===== src/hw/rtl/erxaf_pkg.sv =====
// Shared widths, codes, flag struct and match priority for the address filter.
`timescale 1ns / 1ps

package erxaf_pkg;

   localparam int MacWidth       = 48;
   localparam int CrcWidth       = 32;
   localparam int KindWidth      = 3;
   localparam int ModeWidth      = 3;
   localparam int CsrIndexWidth  = 3;
   localparam int CsrDataWidth   = 64;
   localparam int HashRegWidth   = 64;
   localparam int HashBits       = 256;
   localparam int HashIndexWidth = 8;

   localparam int ModePromisc  = 0;
   localparam int ModeAllMulti = 1;
   localparam int ModeHash     = 2;

   localparam int GroupBit = 40;

   localparam logic [MacWidth-1:0] BroadcastMac = '1;

   localparam logic [KindWidth-1:0] KIND_NONE      = 3'd0;
   localparam logic [KindWidth-1:0] KIND_PROMISC   = 3'd1;
   localparam logic [KindWidth-1:0] KIND_BCAST     = 3'd2;
   localparam logic [KindWidth-1:0] KIND_ALLMCAST  = 3'd3;
   localparam logic [KindWidth-1:0] KIND_HASHMCAST = 3'd4;
   localparam logic [KindWidth-1:0] KIND_PRIMARY   = 3'd5;
   localparam logic [KindWidth-1:0] KIND_ALTERNATE = 3'd6;

   localparam logic [CsrIndexWidth-1:0] CSR_FILTER_MODE = 3'd0;
   localparam logic [CsrIndexWidth-1:0] CSR_PRIMARY     = 3'd1;
   localparam logic [CsrIndexWidth-1:0] CSR_ALTERNATE   = 3'd2;
   localparam logic [CsrIndexWidth-1:0] CSR_HASH_0_3    = 3'd3;
   localparam logic [CsrIndexWidth-1:0] CSR_HASH_4_7    = 3'd4;
   localparam logic [CsrIndexWidth-1:0] CSR_HASH_8_11   = 3'd5;
   localparam logic [CsrIndexWidth-1:0] CSR_HASH_12_15  = 3'd6;

   typedef struct packed {
      logic promisc;
      logic all_multi;
      logic bcast;
      logic group;
      logic hash_hit;
      logic primary_hit;
      logic alternate_hit;
   } flags_type;

   function automatic logic [KindWidth-1:0] match_kind_of(flags_type f);
      logic [KindWidth-1:0] kind;
      kind = KIND_NONE;
      priority if (f.promisc) begin
         kind = KIND_PROMISC;
      end else if (f.bcast) begin
         kind = KIND_BCAST;
      end else if (f.group) begin
         if (f.all_multi) begin
            kind = KIND_ALLMCAST;
         end else if (f.hash_hit) begin
            kind = KIND_HASHMCAST;
         end else begin
            kind = KIND_NONE;
         end
      end else if (f.primary_hit) begin
         kind = KIND_PRIMARY;
      end else if (f.alternate_hit) begin
         kind = KIND_ALTERNATE;
      end else begin
         kind = KIND_NONE;
      end
      return kind;
   endfunction

endpackage


===== src/hw/rtl/erxaf_classify.sv =====
// Address compares and multicast hash lookup for one destination address.
`timescale 1ns / 1ps

module erxaf_classify
   import erxaf_pkg::*;
(
   input  logic [MacWidth-1:0]  mac,
   input  logic [CrcWidth-1:0]  crc,
   input  logic [ModeWidth-1:0] mode,
   input  logic [MacWidth-1:0]  primary_address,
   input  logic [MacWidth-1:0]  alternate_address,
   input  logic [HashBits-1:0]  hash_table,
   output flags_type            flags
);

   logic [HashIndexWidth-1:0] hash_index;

   // word from crc[31:28], bit 15 - crc[27:24] is the inverted nibble
   assign hash_index = {crc[31:28], ~crc[27:24]};

   always_comb begin
      flags.promisc       = mode[ModePromisc];
      flags.all_multi     = mode[ModeAllMulti];
      flags.bcast         = (mac == BroadcastMac);
      flags.group         = mac[GroupBit];
      flags.hash_hit      = mode[ModeHash] & hash_table[hash_index];
      flags.primary_hit   = (mac == primary_address);
      flags.alternate_hit = (mac == alternate_address);
   end

endmodule


===== src/hw/rtl/ethernet_rx_address_filter_unit.sv =====
// Top level of the receive destination address filter: registers and pipeline.
//
//   channel | ports                              | direction
//   --------+------------------------------------+----------
//   req     | req_valid/req_stall, dest_mac, crc | in
//   rsp     | rsp_valid/rsp_stall, match_kind    | out
//   csr     | csr_wr_en, csr_index, csr_wdata    | in
//
// One item per cycle enters while req_stall is low; each result leaves from the last stage.
// Stages: input capture, compare and hash lookup, priority encode.
// Synchronous reset clears the valid bits and all filter registers.
// A stalled result holds; each stage advances when the one after it frees up.
`timescale 1ns / 1ps

module ethernet_rx_address_filter_unit
   import erxaf_pkg::*;
(
   input  logic                     clock,
   input  logic                     reset,
   input  logic                     req_valid,
   output logic                     req_stall,
   input  logic [MacWidth-1:0]      req_dest_mac,
   input  logic [CrcWidth-1:0]      req_frame_crc,
   output logic                     rsp_valid,
   input  logic                     rsp_stall,
   output logic [KindWidth-1:0]     rsp_match_kind,
   input  logic                     csr_wr_en,
   input  logic [CsrIndexWidth-1:0] csr_index,
   input  logic [CsrDataWidth-1:0]  csr_wdata
);

   logic [ModeWidth-1:0]    mode_ff, mode_in;
   logic [MacWidth-1:0]     primary_ff, primary_in;
   logic [MacWidth-1:0]     alternate_ff, alternate_in;
   logic [HashRegWidth-1:0] hash0_ff, hash0_in;
   logic [HashRegWidth-1:0] hash1_ff, hash1_in;
   logic [HashRegWidth-1:0] hash2_ff, hash2_in;
   logic [HashRegWidth-1:0] hash3_ff, hash3_in;

   logic                    s1_valid_ff, s1_valid_in;
   logic [MacWidth-1:0]     s1_mac_ff;
   logic [CrcWidth-1:0]     s1_crc_ff;
   logic                    s2_valid_ff, s2_valid_in;
   flags_type               s2_flags_ff, s2_flags_in;
   logic                    s3_valid_ff, s3_valid_in;
   logic [KindWidth-1:0]    s3_kind_ff, s3_kind_in;

   logic                    s1_ready;
   logic                    s2_ready;
   logic                    s3_ready;

   always_comb begin
      mode_in      = mode_ff;
      primary_in   = primary_ff;
      alternate_in = alternate_ff;
      hash0_in     = hash0_ff;
      hash1_in     = hash1_ff;
      hash2_in     = hash2_ff;
      hash3_in     = hash3_ff;
      if (csr_wr_en) begin
         unique case (csr_index)
            CSR_FILTER_MODE: mode_in      = csr_wdata[ModeWidth-1:0];
            CSR_PRIMARY:     primary_in   = csr_wdata[MacWidth-1:0];
            CSR_ALTERNATE:   alternate_in = csr_wdata[MacWidth-1:0];
            CSR_HASH_0_3:    hash0_in     = csr_wdata;
            CSR_HASH_4_7:    hash1_in     = csr_wdata;
            CSR_HASH_8_11:   hash2_in     = csr_wdata;
            CSR_HASH_12_15:  hash3_in     = csr_wdata;
            default: begin
               // drop writes beyond the register list
            end
         endcase
      end
   end

   always_ff @(posedge clock) begin
      if (reset) begin
         mode_ff      <= '0;
         primary_ff   <= '0;
         alternate_ff <= '0;
         hash0_ff     <= '0;
         hash1_ff     <= '0;
         hash2_ff     <= '0;
         hash3_ff     <= '0;
      end else begin
         mode_ff      <= mode_in;
         primary_ff   <= primary_in;
         alternate_ff <= alternate_in;
         hash0_ff     <= hash0_in;
         hash1_ff     <= hash1_in;
         hash2_ff     <= hash2_in;
         hash3_ff     <= hash3_in;
      end
   end

   assign s3_ready  = !s3_valid_ff || !rsp_stall;
   assign s2_ready  = !s2_valid_ff || s3_ready;
   assign s1_ready  = !s1_valid_ff || s2_ready;
   assign req_stall = !s1_ready;

   assign s1_valid_in = s1_ready ? req_valid : s1_valid_ff;
   assign s2_valid_in = s2_ready ? s1_valid_ff : s2_valid_ff;
   assign s3_valid_in = s3_ready ? s2_valid_ff : s3_valid_ff;

   erxaf_classify u_classify (
      .mac               (s1_mac_ff),
      .crc               (s1_crc_ff),
      .mode              (mode_ff),
      .primary_address   (primary_ff),
      .alternate_address (alternate_ff),
      .hash_table        ({hash3_ff, hash2_ff, hash1_ff, hash0_ff}),
      .flags             (s2_flags_in)
   );

   assign s3_kind_in = match_kind_of(s2_flags_ff);

   always_ff @(posedge clock) begin
      if (reset) begin
         s1_valid_ff <= 1'b0;
         s2_valid_ff <= 1'b0;
         s3_valid_ff <= 1'b0;
      end else begin
         s1_valid_ff <= s1_valid_in;
         s2_valid_ff <= s2_valid_in;
         s3_valid_ff <= s3_valid_in;
      end
   end

   always_ff @(posedge clock) begin
      if (s1_ready) begin
         s1_mac_ff <= req_dest_mac;
         s1_crc_ff <= req_frame_crc;
      end
      if (s2_ready) begin
         s2_flags_ff <= s2_flags_in;
      end
      if (s3_ready) begin
         s3_kind_ff <= s3_kind_in;
      end
   end

   assign rsp_valid      = s3_valid_ff;
   assign rsp_match_kind = s3_kind_ff;

endmodule


===== config.mk =====
export PLATFORM = sky130hd
export DESIGN_NAME = ethernet_rx_address_filter_unit
export DESIGN_NICKNAME = d
export VERILOG_FILES = /design/src/hw/rtl/erxaf_pkg.sv /design/src/hw/rtl/erxaf_classify.sv /design/src/hw/rtl/ethernet_rx_address_filter_unit.sv
export SDC_FILE = /design/constraint.sdc
export NUM_CORES = 1
export LEC_CHECK = 0
export BUFFER_PORTS_ARGS = -buffer_cell sky130_fd_sc_hd__buf_2
export CORE_ASPECT_RATIO = 1.5
export CORE_MARGIN = 3
export CORE_UTILIZATION = 42
export DETAILED_ROUTE_END_ITERATION = 16
export PLACE_DENSITY = 0.59
export SYNTH_ARGS = -nofsm -noshare
export SYNTH_HDL_FRONTEND = slang
export SYNTH_SLANG_ARGS = --single-unit

===== constraint.sdc =====
create_clock -name clock -period 6.1 [get_ports clock]
set_clock_uncertainty 0.2 [all_clocks]
set_input_delay 0.305 -clock clock [delete_from_list [all_inputs] [get_ports clock]]
set_output_delay 0.305 -clock clock [all_outputs]
set_load 0.01 [all_outputs]

# [Word-level counts from Yosys, hierarchy flattened]
# Index checks and enable logic that the tools add are counted.
[word_totals] reg_bits=448 out_inout_bits=5 elab_cells=58
[classes] magnitude_cmp=1 eq_ne=9 muxes=8 n_bitwise=2 n_reduce_logical=17
[op_table] cell="48-bit equality test" count=2
[op_table] cell="48-bit equality test (second input constant)" count=1
[op_table] cell="3-bit two-way mux" count=5
[op_table] cell="2-bit AND reduction" count=7
[op_table] cell="3-bit equality test (second input constant)" count=3
[op_table] cell="8-bit by 9-bit less-than comparator with 1-bit output (second input constant)" count=1
[op_table] cell="1-bit binary-select mux with 8-bit select" count=1
[op_table] cell="3-bit by 2-bit equality test with 1-bit output (second input constant)" count=2
[op_table] cell="1-bit zero test" count=5
[op_table] cell="4-bit inverter" count=1
[op_table] cell="3-bit by 1-bit equality test with 1-bit output (second input constant)" count=1
[op_table] cell="3-bit zero test" count=1
[op_table] cell="1-bit logical OR" count=3
[op_table] cell="2-bit two-way mux" count=1
[op_table] cell="2-bit OR reduction" count=1
[op_table] cell="1-bit bitwise AND" count=1
[op_table] cell="1-bit two-way mux" count=1

# [Logic depth before layout (Yosys ltp)]
# Gate-level depths: netlist (run 1).
[logic_depth] ltp_word=5 depth_mapped=11 ltp_nobuf=6

# [By module]
# A second synthesis (run 1) with hierarchy kept.
[unflattened] cells_unflattened=1700 area_unflattened_um2=20204.4
[by_module_without_submodules] mod="ethernet_rx_address_filter_unit" n_inst=1 cells_each=1339 area_each_um2=16756.1
[by_module_without_submodules] mod="erxaf_classify" n_inst=1 cells_each=361 area_each_um2=3448.3

# [Worst setup path before layout (run 1)]
# No wires, ideal clock.
[synth_timing] path_type="reg-to-reg" from="register s3_valid_ff, in the netlist rsp_valid" to="register s1_valid_ff" setup_time_ns=0.128 arrival_ns=2.215 path_slack_ns=3.558 stages_incl_launch_ff=6 n_path_buf=0 cell_sequence="dfxtp_1 -> and3_1 -> nand2_1 -> inv_1 -> nor2_1 -> nor2_1"
[synth_via] elab_chain_len=4
[synth_rtl] element="from (decl)" line_no="ethernet_rx_address_filter_unit.sv:45" source="logic s3_valid_ff, s3_valid_in;"
[synth_rtl] element="from (signal assigned)" line_no="ethernet_rx_address_filter_unit.sv:125" source="s3_valid_ff <= s3_valid_in;"
[synth_rtl] element="1-bit zero test" line_no="ethernet_rx_address_filter_unit.sv:96" source="assign s3_ready = !s3_valid_ff || !rsp_stall;"
[synth_rtl] element="1-bit logical OR" line_no="ethernet_rx_address_filter_unit.sv:96"
[synth_rtl] element="1-bit logical OR" line_no="ethernet_rx_address_filter_unit.sv:97" source="assign s2_ready = !s2_valid_ff || s3_ready;"
[synth_rtl] element="1-bit logical OR" line_no="ethernet_rx_address_filter_unit.sv:98" source="assign s1_ready = !s1_valid_ff || s2_ready;"
[synth_rtl] element="to (signal assigned)" line_no="ethernet_rx_address_filter_unit.sv:123" source="s1_valid_ff <= s1_valid_in;"
[synth_rtl] element="to (decl)" line_no="ethernet_rx_address_filter_unit.sv:40" source="logic s1_valid_ff, s1_valid_in;"
# No other way between the ends.
# A chain may end at the register's enable or synchronous reset.

==> impl_results.html, run 1 <==
<table>
<tr><th>Metric</th><th>Value</th></tr>
<tr><th colspan="2">Timing</th></tr>
<tr><td>Highest attainable clock frequency</td><td>around 310 MHz</td></tr>
<tr><td>Count of final hold-check violations</td><td>0</td></tr>
<tr><td>Count of pins over their slew limit</td><td>0</td></tr>
<tr><td>Worst slew margin</td><td>0.2351</td></tr>
<tr><td>Pin slew with the least headroom to its limit</td><td>between 1 and 1.5 ns</td></tr>
<tr><td>Final WS setup</td><td>2.896 ns</td></tr>
<tr><td>Shortest clock period the worst path allows after layout</td><td>between 3 and 4 ns</td></tr>
<tr><td>Ratio of final minimum period to clock period</td><td>0.5253</td></tr>
<tr><td>Setup-violating endpoint count in the final report</td><td>0</td></tr>
<tr><td>Total negative setup slack</td><td>0 ns</td></tr>
<tr><td>RSZ-0062 raised after global routing</td><td>no</td></tr>
<tr><th colspan="2">Clock network</th></tr>
<tr><td>Clk slew on worst S/H paths</td><td>0.06 ns</td></tr>
<tr><td>Clock tree from TritonCTS</td><td>yes</td></tr>
<tr><td>Maximum buffer depth of the clock tree</td><td>3</td></tr>
<tr><td>Clock tree root buffer cell</td><td>sky130_fd_sc_hd__clkbuf_16</td></tr>
<tr><td>Number of CTS-inserted buffers</td><td>42</td></tr>
<tr><td>Quantity of gates resized following cts</td><td>0</td></tr>
<tr><td>H-tree depth reported by CTS</td><td>2</td></tr>
<tr><td>Number of buffers inserted for hold repair after clock tree synthesis</td><td>around 120</td></tr>
<tr><td>Clock latency on the worst-skew pair</td><td>between 0.5 and 0.6 ns</td></tr>
<tr><td>Count of buffers added by post-CTS timing repair for setup</td><td>0</td></tr>
<tr><td>Number of sinks on the clock net</td><td>424</td></tr>
<tr><th colspan="2">Logic synthesis</th></tr>
<tr><td>Count of flip-flops with a built-in enable after synthesis</td><td>66</td></tr>
<tr><td>Proportion of synthesized chip area in sequential cells</td><td>0.5161</td></tr>
<tr><td>Synth Instances</td><td>just under 2,000</td></tr>
<tr><td>Syn nets</td><td>about 2,100</td></tr>
<tr><td>Netlist Area Pre-Place</td><td>between 15,000 and 20,000 µm²</td></tr>
<tr><td>Mean instance size in the synthesized netlist</td><td>slightly below 9 µm²</td></tr>
<tr><td>Number of library cell types mapped by synthesis</td><td>45</td></tr>
<tr><td>Fraction of registers with async set or reset after synthesis</td><td>0</td></tr>
<tr><td>Post-synth top flop</td><td>sky130_fd_sc_hd__dfxtp_1</td></tr>
<tr><td>Post-synthesis sequential element count</td><td>424</td></tr>
<tr><td>Ys Warns</td><td>0</td></tr>
<tr><th colspan="2">Global route</th></tr>
<tr><td>Number of antenna violations at the first check in global routing</td><td>4</td></tr>
<tr><td>Aggregate global routing overflow</td><td>0</td></tr>
<tr><td>Largest net degree at the start of global routing</td><td>about 230</td></tr>
<tr><td>First-pass GRT wire length</td><td>roughly 84,000 µm</td></tr>
<tr><td>Vias in the first global route</td><td>between 10,000 and 15,000</td></tr>
<tr><td>Total Routing Usage GR</td><td>0.2390</td></tr>
<tr><th colspan="2">Critical path</th></tr>
<tr><td>Worst EP arrival</td><td>around 3.3 ns</td></tr>
<tr><td>Kind of end point of the critical path</td><td>flop</td></tr>
<tr><td>Maximum fanout count along the critical path</td><td>19</td></tr>
<tr><td>Data required time of the worst path</td><td>approximately 6.2 ns</td></tr>
<tr><td>WS Path Type</td><td>flop to flop</td></tr>
<tr><td>Worst setup SP type</td><td>flop</td></tr>
<tr><th colspan="2">Power</th></tr>
<tr><td>Reported leakage power</td><td>slightly below 8 nW</td></tr>
<tr><td>Overall power of the completed layout</td><td>0.006139 W</td></tr>
<tr><td>Maximum ir drop on the vdd rail</td><td>around 250 µV</td></tr>
<tr><td>Power Density</td><td>between 200 and 300 nW/µm²</td></tr>
<tr><th colspan="2">Finish</th></tr>
<tr><td>Layout overhead on the synthesized area</td><td>20.58%</td></tr>
<tr><td>Post-route insts no fill</td><td>2,765</td></tr>
<tr><td>Share of layout cells above drive strength 1</td><td>0.1230</td></tr>
<tr><td>Utilization after layout</td><td>0.5158</td></tr>
<tr><td>Most common library cell in the layout ignoring fill and taps</td><td>sky130_fd_sc_hd__nand2_1</td></tr>
<tr><td>Leading cell types in the layout, fill and taps excluded</td><td>sky130_fd_sc_hd__nand2_1 (717), sky130_fd_sc_hd__dfxtp_1 (358), sky130_fd_sc_hd__a21oi_1 (356), sky130_fd_sc_hd__buf_2 (131), sky130_fd_sc_hd__dlygate4sd3_1 (122)</td></tr>
<tr><td>Final Net Count</td><td>2,322</td></tr>
<tr><th colspan="2">Routing</th></tr>
<tr><td>1st-iter DRT viols</td><td>between 1,000 and 1,500</td></tr>
<tr><td>Per-cell via count in the routed design</td><td>~5.3</td></tr>
<tr><td>Detailed-router iteration count before antenna repair</td><td>6</td></tr>
<tr><td>Number of vias after detailed routing</td><td>approximately 15,000</td></tr>
<tr><td>Aggregate routed wire length</td><td>~55,000 µm</td></tr>
<tr><td>Post-route ant nets</td><td>0</td></tr>
<tr><td>Average wire length per cell after detail routing</td><td>19.80 µm</td></tr>
<tr><td>Number of design rule violations left after detail routing</td><td>0</td></tr>
<tr><th colspan="2">Floorplanning</th></tr>
<tr><td>Die extent in x</td><td>173.7 µm</td></tr>
<tr><td>Num rows</td><td>just over 90</td></tr>
<tr><td>Die Y</td><td>257.6 µm</td></tr>
<tr><td>Core region area</td><td>41,440 µm²</td></tr>
<tr><td>Starting Density</td><td>0.4277</td></tr>
<tr><td>Boundary Pins</td><td>157</td></tr>
<tr><td>Die area</td><td>roughly 45,000 µm²</td></tr>
<tr><th colspan="2">Placed design</th></tr>
<tr><td>Placement-stage worst setup slack</td><td>a little under 3 ns</td></tr>
<tr><td># port buffers</td><td>about 130</td></tr>
<tr><td>Placed cells</td><td>2,562</td></tr>
<tr><td>Final Wtd Congestion</td><td>about 0.87</td></tr>
<tr><td>Final HPWL DP</td><td>35,270 µm</td></tr>
<tr><th colspan="2">Job</th></tr>
<tr><td>Max-Cap Viols</td><td>0</td></tr>
<tr><th colspan="2">Min path</th></tr>
<tr><td>Worst hold path type</td><td>input port to flop</td></tr>
<tr><th colspan="2">Run status</th></tr>
<tr><td>Result of the run</td><td>finished clean</td></tr>
</table>
==> path summary, 6_finish.rpt <==
check	from	slack, ns	to	depth (start not counted)
max reg2reg	s1_crc_ff[28]	2.90	s2_flags_ff[2]	6
min reg2reg	mode_ff[0]	0.25	s2_flags_ff[6]	0
min	reset	0.09	hash1_ff[10]	2
max	s1_crc_ff[28]	2.90	s2_flags_ff[2]	6
==> sequential cells by signal, indices dropped and copies added, names as in the netlist, 7 cells and up <==
name / flops
hash3_ff: 64
hash2_ff: 64
alternate_ff: 48
hash1_ff: 64
hash0_ff: 64
primary_ff: 48
s1_mac_ff: 48
s2_flags_ff: 7
s1_crc_ff: 8
==> Yosys cell counts (all sizes together) (2+ instances only) <==
library cell	n	area share
a211oi	3	0.0013
clkbuf	112	0.024
mux4	51	0.068
mux2i	35	0.020
o221ai	4	0.0020
nand2	718	0.15
a221oi	3	0.0018
xor2	96	0.047
o32ai	3	0.0015
mux2	7	0.0044
o22ai	5	0.0018
nor2b	7	0.0025
nand4	23	0.0081
nor4	28	0.0099
and2	2	0.00071
buf	24	0.011
nand2b	5	0.0018
dfxtp	358	0.40
a22oi	6	0.0025
inv	6	0.0013
nand3	10	0.0028
a21oi	356	0.10
nor2	28	0.0059
o2111ai	5	0.0025
o21ai	3	0.00085
edfxtp	66	0.11
nor3	9	0.0025
and3	4	0.0014
a2111oi	3	0.0015
==> per-layer routing <==
layer	global-route usage	up-vias	wire length, µm
met5	0	-	11
met4	0.1172	2	2922
met3	0.03074	127	2143
met2	0.4329	390	28460
met1	0.2767	7111	21200
li1	-	7123	-
==> cell type report <==
cell class / count / area (µm²)
antenna: 3 / 7.507
timing repair buffer: 273 / 2059
inverter: 6 / 22.52
multi-input combinational: 1423 / 8000
clock inverter: 14 / 148.9
tap: 558 / 698.2
clock buffer: 64 / 1290
fill: 3868 / 20070
sequential: 424 / 9149
==> through the flow <==
step / area (µm²) / hold WS (ns)
3_5_place_dp: 18710 / 0.2361
4_1_cts: 21370 / 0.09526
3_3_place_gp: 18710 / 0.2334
6_report: 21380 / 0.08890
5_1_grt: 21370 / 0.1361
2_1_floorplan: 17730 / 0.2039
==> kinds of logic after synthesis <==
group / count (synthesis) / synth area share
XOR/XNOR: 96 / 0.04743
flip-flops: 424 / 0.5161
multiplexers: 93 / 0.09218
buffers and inverters: 142 / 0.03571
AO/OA/AOI/OAI: 396 / 0.1186
AND/OR/NAND/NOR: 838 / 0.1899
==> critical path, cell delays in order, from the launching register on <==
cell and delay [ns]:
sky130_fd_sc_hd__edfxtp_1 0.96, sky130_fd_sc_hd__inv_1 0.59, sky130_fd_sc_hd__a21oi_1 0.26, sky130_fd_sc_hd__a21oi_1 0.18, sky130_fd_sc_hd__a211oi_1 0.49, sky130_fd_sc_hd__a2111o_1 0.18
sky130_fd_sc_hd__o22ai_1 0.06
==> power breakdown <==
part / switching, W / total, W / internal, W
Sequential: 0.0000582 / 0.00297 / 0.00291
Combinational: 0.000291 / 0.000478 / 0.000187
Clock: 0.00110 / 0.00269 / 0.00159
Total: 0.00145 / 0.00614 / 0.00469
(Power assumes the default switching activity.)
==> inputs of run 2 (changes only) <==
PLACE_DENSITY = 0.61   (was 0.59)
clock period = 2.63 ns   (was 6.1 ns; I/O delays follow)
==> impl_results.html, run 2 (same netlist as run 1, synthesis figures left out) <==
<table>
<tr><th>Metric</th><th>Value</th></tr>
<tr><th colspan="2">Finish</th></tr>
<tr><td>Most common library cell in the layout ignoring fill and taps</td><td>sky130_fd_sc_hd__nand2_1 (unchanged)</td></tr>
<tr><td>Final Net Count</td><td>2,363 (was 2,322)</td></tr>
<tr><td>Post-route insts no fill</td><td>2,804 (was 2,765)</td></tr>
<tr><td>Share of layout cells above drive strength 1</td><td>0.1421 (was 0.1230)</td></tr>
<tr><td>Leading cell types in the layout, fill and taps excluded</td><td>sky130_fd_sc_hd__nand2_1 (717), sky130_fd_sc_hd__dfxtp_1 (358), sky130_fd_sc_hd__a21oi_1 (356), sky130_fd_sc_hd__buf_2 (131), sky130_fd_sc_hd__dlygate4sd3_1 (125) (was sky130_fd_sc_hd__nand2_1 (717), sky130_fd_sc_hd__dfxtp_1 (358), sky130_fd_sc_hd__a21oi_1 (356), sky130_fd_sc_hd__buf_2 (131), sky130_fd_sc_hd__dlygate4sd3_1 (122))</td></tr>
<tr><td>Layout overhead on the synthesized area</td><td>24.08% (was 20.58%)</td></tr>
<tr><td>Final design instance area without fill</td><td>21,990 µm² (was 21,380 µm²)</td></tr>
<tr><td>Fill cell count</td><td>3,807 (was 3,868)</td></tr>
<tr><th colspan="2">Run status</th></tr>
<tr><td>Result of the run</td><td>finished clean (unchanged)</td></tr>
<tr><th colspan="2">Critical path</th></tr>
<tr><td>Worst setup SP type</td><td>flop (unchanged)</td></tr>
<tr><td>Worst EP arrival</td><td>2.67 ns (was 3.30 ns)</td></tr>
<tr><td>WS Path Type</td><td>flop to flop (unchanged)</td></tr>
<tr><td>Data required time of the worst path</td><td>2.73 ns (was 6.19 ns)</td></tr>
<tr><td>Maximum fanout count along the critical path</td><td>13 (was 19)</td></tr>
<tr><td>Kind of end point of the critical path</td><td>flop (unchanged)</td></tr>
<tr><th colspan="2">Placed design</th></tr>
<tr><td># port buffers</td><td>132 (unchanged)</td></tr>
<tr><td>Area after DPL</td><td>19,150 µm² (was 18,710 µm²)</td></tr>
<tr><td>Placement-stage worst setup slack</td><td>0.02031 ns (was 2.939 ns)</td></tr>
<tr><td>Final Wtd Congestion</td><td>0.8847 (was 0.8722)</td></tr>
<tr><td>Placed cells</td><td>2,596 (was 2,562)</td></tr>
<tr><td>Final HPWL DP</td><td>38,050 µm (was 35,270 µm)</td></tr>
<tr><th colspan="2">Global route</th></tr>
<tr><td>Total Routing Usage GR</td><td>0.2480 (was 0.2390)</td></tr>
<tr><td>First-pass GRT wire length</td><td>86,770 µm (was 83,630 µm)</td></tr>
<tr><td>Number of antenna violations at the first check in global routing</td><td>2 (was 4)</td></tr>
<tr><td>Largest net degree at the start of global routing</td><td>95 (was 231)</td></tr>
<tr><td>Aggregate global routing overflow</td><td>0 (unchanged)</td></tr>
<tr><td>Vias in the first global route</td><td>14,729 (was 14,163)</td></tr>
<tr><th colspan="2">Routing</th></tr>
<tr><td>Per-cell via count in the routed design</td><td>5.379 (was 5.336)</td></tr>
<tr><td>Number of vias after detailed routing</td><td>15,083 (was 14,753)</td></tr>
<tr><td>Detailed-router iteration count before antenna repair</td><td>6 (unchanged)</td></tr>
<tr><td>Average wire length per cell after detail routing</td><td>20.38 µm (was 19.80 µm)</td></tr>
<tr><td>Post-route ant nets</td><td>0 (unchanged)</td></tr>
<tr><td>1st-iter DRT viols</td><td>1,306 (was 1,089)</td></tr>
<tr><td>Number of design rule violations left after detail routing</td><td>0 (unchanged)</td></tr>
<tr><td>Aggregate routed wire length</td><td>57,160 µm (was 54,740 µm)</td></tr>
<tr><th colspan="2">Clock network</th></tr>
<tr><td>H-tree depth reported by CTS</td><td>2 (unchanged)</td></tr>
<tr><td>Number of CTS-inserted buffers</td><td>42 (unchanged)</td></tr>
<tr><td>Clk slew on worst S/H paths</td><td>0.07 ns (was 0.06 ns)</td></tr>
<tr><td>Clock tree from TritonCTS</td><td>yes (unchanged)</td></tr>
<tr><td>Clock tree root buffer cell</td><td>sky130_fd_sc_hd__clkbuf_16 (unchanged)</td></tr>
<tr><td>Maximum buffer depth of the clock tree</td><td>3 (unchanged)</td></tr>
<tr><td>Number of sinks on the clock net</td><td>424 (unchanged)</td></tr>
<tr><td>Clock latency on the worst-skew pair</td><td>0.55 ns (about the same)</td></tr>
<tr><th colspan="2">Timing</th></tr>
<tr><td>Setup-violating endpoint count in the final report</td><td>0 (unchanged)</td></tr>
<tr><td>Final WS setup</td><td>0.06290 ns (was 2.896 ns)</td></tr>
<tr><td>Worst slew margin</td><td>0.4971 (was 0.2351)</td></tr>
<tr><td>Count of final hold-check violations</td><td>0 (unchanged)</td></tr>
<tr><td>Shortest clock period the worst path allows after layout</td><td>2.567 ns (was 3.204 ns)</td></tr>
<tr><td>RSZ-0062 raised after global routing</td><td>no (unchanged)</td></tr>
<tr><td>Count of pins over their slew limit</td><td>0 (unchanged)</td></tr>
<tr><td>WHS</td><td>0.04253 ns (was 0.08890 ns)</td></tr>
<tr><td>Pin slew with the least headroom to its limit</td><td>0.7543 ns (was 1.147 ns)</td></tr>
<tr><td>Highest attainable clock frequency</td><td>389.5 MHz (was 312.1 MHz)</td></tr>
<tr><td>Ratio of final minimum period to clock period</td><td>0.9761 (was 0.5253)</td></tr>
<tr><td>Total negative setup slack</td><td>0 ns (unchanged)</td></tr>
<tr><th colspan="2">Floorplanning</th></tr>
<tr><td>Die Y</td><td>257.6 µm (unchanged)</td></tr>
<tr><td>Starting Density</td><td>0.4277 (unchanged)</td></tr>
<tr><td>Die extent in x</td><td>173.7 µm (unchanged)</td></tr>
<tr><td>Boundary Pins</td><td>157 (unchanged)</td></tr>
<tr><td>Num rows</td><td>91 (unchanged)</td></tr>
<tr><td>Die area</td><td>44,760 µm² (unchanged)</td></tr>
<tr><td>Core region area</td><td>41,440 µm² (unchanged)</td></tr>
<tr><th colspan="2">Job</th></tr>
<tr><td>Max-Cap Viols</td><td>0 (unchanged)</td></tr>
<tr><th colspan="2">Power</th></tr>
<tr><td>Reported leakage power</td><td>8.076 nW (was 7.772 nW)</td></tr>
<tr><td>Maximum ir drop on the vdd rail</td><td>564.7 µV (was 247.6 µV)</td></tr>
<tr><td>Power Density</td><td>670.3 nW/µm² (was 287.2 nW/µm²)</td></tr>
<tr><th colspan="2">Min path</th></tr>
<tr><td>Worst hold path type</td><td>input port to flop (unchanged)</td></tr>
</table>
==> run 2: area by class of cell <==
class | instances | area (µm²) | share of cell area
Clock inverter | 21 | 294.0 | 0.01337
Sequential cell | 424 | 9149 | 0.4160
Tap cell | 558 | 698.2 | 0.03174
Clock buffer | 57 | 1244 | 0.05654
Timing Repair Buffer | 314 | 2591 | 0.1178
Antenna cell | 1 | 2.502 | 0.0001138
Inverter | 6 | 22.52 | 0.001024
Multi-Input combinational cell | 1423 | 7994 | 0.3634
==> run 2: final timing paths <==
check | startpoint | to | slack, ns | cells after the start
setup / recovery | s1_crc_ff[24] | s2_flags_ff[2] | 0.06 | 8
hold / removal | csr_index[2] | hash3_ff[9] | 0.04 | 5
setup reg to reg | s1_crc_ff[24] | s2_flags_ff[2] | 0.06 | 8
hold reg to reg | hash0_ff[33] | hash0_ff[33] | 0.25 | 2
==> run 2: critical path, cell delays in order (launching register included) <==
cell and delay [ns]:
sky130_fd_sc_hd__edfxtp_1 0.41, sky130_fd_sc_hd__buf_12 0.20, sky130_fd_sc_hd__buf_4 0.15, sky130_fd_sc_hd__mux4_2 0.47
sky130_fd_sc_hd__mux2_2 0.31, sky130_fd_sc_hd__nand3_1 0.10, sky130_fd_sc_hd__o2111ai_1 0.20, sky130_fd_sc_hd__nand3_1 0.16
sky130_fd_sc_hd__o22ai_1 0.09
==> run 2: what timing repair did <==
| action | 4_1_cts | 5_1_grt |
|---|---|---|
| hold buffers | 125 | 0 |
| endpoints found under the setup margin | 0 | 1 |
| gates resized for setup | 0 | 6 |
| setup buffers | 0 | 3 |
| hold endpoints to repair | 417 | 0 |
==> run 2: report_power, final <==
group | internal, W | switching, W | leakage, nW
clock | 0.00402 | 0.00265 | 0.755
sequential | 0.00675 | 0.000141 | 3.61
combinational | 0.000491 | 0.000694 | 3.71
==> run 2: per-stage QoR <==
step                  util  power (W)
floorplan                -   0.007527
global placement    0.4621   0.008030
detailed placement  0.4621   0.008045
CTS                 0.5294    0.01482
global route        0.5307    0.01518
finish              0.5307    0.01474
==> run 2: metal layers <==
layer	part of all wire	up-vias	GRT usage
met5	0.00012	-	0
met4	0.058	2	0.1295
met2	0.52	521	0.4481
li1	-	7207	-
met1	0.37	7206	0.2855
met3	0.048	147	0.03104
